$ cat src/rtl/tpi_pkg.sv
// Shared types and constants for the turtle path interpreter.
// No dependencies; imported by every other file in rtl/.
package tpi_pkg;

   // Parameter defaults
   localparam int STACK_DEPTH_DEFAULT     = 64;
   localparam int SINE_TABLE_BITS_DEFAULT = 10;

   // Register reset values
   localparam logic [31:0] STEP_LENGTH_RESET = 32'd65536;
   localparam logic [15:0] TURN_ANGLE_RESET  = 16'd4551;

   // Heading after reset or restart: 270 degrees as a binary angle
   localparam logic [15:0] HEADING_START = 16'd49152;
   // Quarter turn, turns a sine index into a cosine index
   localparam logic [15:0] QUARTER_TURN  = 16'd16384;

   // Symbol codes
   localparam logic [7:0] SYM_DRAW  = 8'h46;  // 'F'
   localparam logic [7:0] SYM_MOVE  = 8'h66;  // 'f'
   localparam logic [7:0] SYM_LEFT  = 8'h2B;  // '+'
   localparam logic [7:0] SYM_RIGHT = 8'h2D;  // '-'
   localparam logic [7:0] SYM_PUSH  = 8'h5B;  // '['
   localparam logic [7:0] SYM_POP   = 8'h5D;  // ']'

   // CSR register select (byte address bit 2)
   localparam logic REG_STEP_LENGTH = 1'b0;
   localparam logic REG_TURN_ANGLE  = 1'b1;

   typedef enum logic [1:0] {
      KIND_LINE_TO     = 2'd0,
      KIND_MOVE_TO     = 2'd1,
      KIND_STACK_ERROR = 2'd2
   } kind_type;

   // Saved turtle context
   typedef struct packed {
      logic [31:0] x;
      logic [31:0] y;
      logic [15:0] h;
   } ctx_type;

   // One result transaction
   typedef struct packed {
      kind_type           kind;
      logic signed [31:0] x_pos;
      logic signed [31:0] y_pos;
   } rsp_type;

endpackage

$ cat src/rtl/tpi_rsp_fifo.sv
// Two-entry result queue between the datapath and the rsp channel.
// Depends on tpi_pkg for the result transaction type.
module tpi_rsp_fifo (
   input  logic             clock,
   input  logic             reset,
   input  logic             push,
   input  tpi_pkg::rsp_type push_data,
   input  logic             pop,
   output logic             out_valid,
   output tpi_pkg::rsp_type out_data,
   output logic [1:0]       count
);
   import tpi_pkg::*;

   rsp_type    entry_ff [2];
   logic       wr_ptr_ff;
   logic       rd_ptr_ff;
   logic [1:0] count_ff;
   logic [1:0] count_in;

   assign count_in = count_ff + {1'b0, push} - {1'b0, pop};

   // Pointers and fill level
   always_ff @(posedge clock) begin
      if (reset) begin
         wr_ptr_ff <= 1'b0;
         rd_ptr_ff <= 1'b0;
         count_ff  <= 2'd0;
      end else begin
         if (push) begin
            wr_ptr_ff <= ~wr_ptr_ff;
         end
         if (pop) begin
            rd_ptr_ff <= ~rd_ptr_ff;
         end
         count_ff <= count_in;
      end
   end

   // Payload storage
   always_ff @(posedge clock) begin
      if (push) begin
         entry_ff[wr_ptr_ff] <= push_data;
      end
   end

   assign out_valid = (count_ff != 2'd0);
   assign out_data  = entry_ff[rd_ptr_ff];
   assign count     = count_ff;

endmodule

$ cat config.mk
export PLATFORM = sky130hd
export DESIGN_NAME = tpi_rsp_fifo
export DESIGN_NICKNAME = d
export VERILOG_FILES = /design/src/rtl/tpi_pkg.sv /design/src/rtl/tpi_rsp_fifo.sv
export SDC_FILE = /design/constraint.sdc
export NUM_CORES = 1
export LEC_CHECK = 0
export ABC_AREA = 0
export BUFFER_PORTS_ARGS = -buffer_cell sky130_fd_sc_hd__buf_2
export CORE_MARGIN = 1
export CORE_UTILIZATION = 40
export CTS_CLUSTER_DIAMETER = 50
export CTS_CLUSTER_SIZE = 20
export DETAILED_ROUTE_END_ITERATION = 8
export GPL_TIMING_DRIVEN = 0
export PLACE_DENSITY = 0.62
export SETUP_SLACK_MARGIN = 0.05
export SLEW_MARGIN = 20
export SYNTH_ARGS = -nofsm -noshare
export SYNTH_HDL_FRONTEND = slang
export SYNTH_SLANG_ARGS = --single-unit
export TNS_END_PERCENT = 20
$ cat constraint.sdc
create_clock -name clock -period 7.5 [get_ports clock]
set_clock_uncertainty 0.1 [all_clocks]
set_input_delay 0.75 -clock clock [delete_from_list [all_inputs] [get_ports clock]]
set_output_delay 0.75 -clock clock [all_outputs]
set_load 0.1 [all_outputs]
==> run summary <==
Pre-Repair DR Iteration Count - 3
Pwr dens - 322 nW/µm²
Slew margin rel. - 51.9%
Via count - 2569
Post-CTS Hold Fix Bufs - 0
Syn nets - 297
Ys Warns - 0
Total GRT Usage - 13.8%
Worst-path clk slew - 0.05 ns
Max Cap Viol - 0
Final setup violation count - 0
Starting DRT DRC Count - 135
Die footprint - 13300 µm²
Setup TNS - 0 ns
Num Clock Sinks - 137
Initial Util - 40.9%
Worst Tran Pin Value - 0.720 ns
Static Leakage - 2.60 nW
DP Area - 6120 µm²
RSZ-0062 raised after global routing - false
Final slew viol count - 0
CTS root buf - clkbuf_16
Antenna diode count - 0
Initial antenna violation count - 0
Row Count - 41
Req. time, crit path - 6.65 ns
Detailed-route DRC error count - 0
Antenna Violating Nets Remaining - 0
Fin crit period - 2.61 ns
Vias in the first global route - 2596
First-pass GRT wire length - 13100 µm
Final Hold Viols - 0
Synth unique cells - 14
Layout filler cell count - 1067
Share of layout cells above drive strength 1 - 59.9%
Worst path arrival time - 1.76 ns
Wire per inst - 15.3 µm
CTS max path bufs - 2
Inserted Clock Buffers - 17
Resize count post-CTS - 0
Total Wirelength - 8640 µm
Area Overhead vs Synth - 28.8%
IO Pins - 139
Mean post-synth cell area - 22.8 µm²
CTS tree - done
Die Wd - 115 µm
Type of the tightest min-delay check - flop to flop
Crit path kind - flop to primary output
VDD IR max - 168 µV
Avg Vias per Cell - 4.54
Mapped Cells - 225
FMAX - 383 MHz
Port-buffer cells - 138
Worst R2R Setup Slack - 5.87 ns
Clk_lat worst skew - 0.40 ns
Largest net degree at the start of global routing - 35
Core box area - 12600 µm²
Die height - 115 µm
Worst Setup End Kind - primary output
Worst setup SP type - flop
Setup Fix Bufs, Post-CTS - 0
Part of the Yosys area used for sequential elements - 79.1%
Synthesized flop and latch total - 137
Tcrit/Tclk final - 34.8%
Global route overflow - 0
Status - finished clean
Final GP Congestion - 0.633
H-tree depth - 4
Mapped cell area - 5140 µm²
Hpwl dp - 5620 µm
Crit-path max FO - 10
Finished Cell Area - 6610 µm²
NumNets Final - 457
## report_power, final
part	leakage (nW)	switching, mW	internal [mW]
clock	0.241	0.271	0.438
combinational	1.08	0.400	0.114
sequential	1.28	0.0128	0.894
total	2.60	0.684	1.45
## synthesized netlist by cell type
cell type | count | area [µm²]
buf_6 | 5 | 56.3
mux2_4 | 40 | 601
ha_1 | 2 | 25.0
mux2_2 | 26 | 293
edfxtp_1 | 132 | 3960
dfxtp_1 | 5 | 100
nor2b_1 | 2 | 12.5
nor2_1 | 4 | 15.0
or2_2 | 1 | 6.26
buf_2 | 2 | 10.0
inv_1 | 2 | 7.51
xnor3_1 | 1 | 22.5
xnor2_1 | 2 | 17.5
and2_1 | 1 | 6.26
## logic make-up after synthesis
kind of cell  synth area share [%]
xor+xnor                     0.780
fa+ha+maj                    0.487
buf+inv                       1.44
flops                         79.1
mux                           17.4
simple gates                 0.780
## final timing paths
path / from / to / depth (start not counted)
worst max register to register: wr_ptr_ff / entry_ff[0][25] / 2
worst min-delay path: rd_ptr_ff / rd_ptr_ff / 2
worst max-delay path: flop / out_data[50] / 4
worst min register to register: rd_ptr_ff / rd_ptr_ff / 2
## stage by stage
stage / power [mW] / cells / utilization, % / hold slack [ns] / setup WS (ns)
after floorplan: 1.36 / 225 / - / 0.380 / 3.25
after global placement: 1.43 / 535 / 48.1 / 0.396 / 1.38
after detailed placement: 1.44 / 538 / 48.7 / 0.410 / 5.25
after CTS: 2.15 / 566 / 52.6 / 0.407 / 4.84
after global routing: 2.20 / 566 / 52.6 / 0.407 / 4.80
final: 2.13 / 566 / 52.6 / 0.418 / 4.89
## cell type report
cell class	count	area [µm²]	share of cell area (%)
flip-flops and latches	137	4060	61.4
plain buffers	7	66.3	1.00
multi-input cells	79	1010	15.2
clock buffers	19	433	6.55
well taps	172	215	3.25
inverters	2	7.51	0.114
clock inverters	9	61.3	0.927
repair buffers	141	758	11.5
## flip-flops by register name (all words and copies together), names as in the netlist, named ones only
| signal | flops |
|---|---|
| count | 2 |
| entry_ff | 132 |
| rd_ptr_ff | 1 |
| wr_ptr_ff | 1 |
## layout by cell type, fill, tap and decap left out, drive strengths merged
| cell | instances |
|---|---|
| buf | 148 |
| edfxtp | 132 |
| mux2 | 66 |
| clkbuf | 19 |
| clkinv | 8 |
| dfxtp | 5 |
| nor2 | 4 |
| inv | 2 |
| xnor2 | 2 |
| ha | 2 |
| nor2b | 2 |
| and2 | 1 |
| or2 | 1 |
| xnor3 | 1 |
| bufinv | 1 |
## critical path: stages, from the launching register on
cell	delay, ns
dfxtp_1	0.35
buf_6	0.18
buf_6	0.20
mux2_4	0.31
buf_2	0.29
## metal layers
| layer | part of all wire (%) | GRT usage (%) |
|---|---|---|
| met5 | 0 | 0 |
| met1 | 42 | 15.8 |
| met4 | 2.1 | 7.53 |
| met3 | 8.0 | 5.85 |
| met2 | 48 | 21.9 |
No activity file was read; power rests on OpenSTA's default activity.
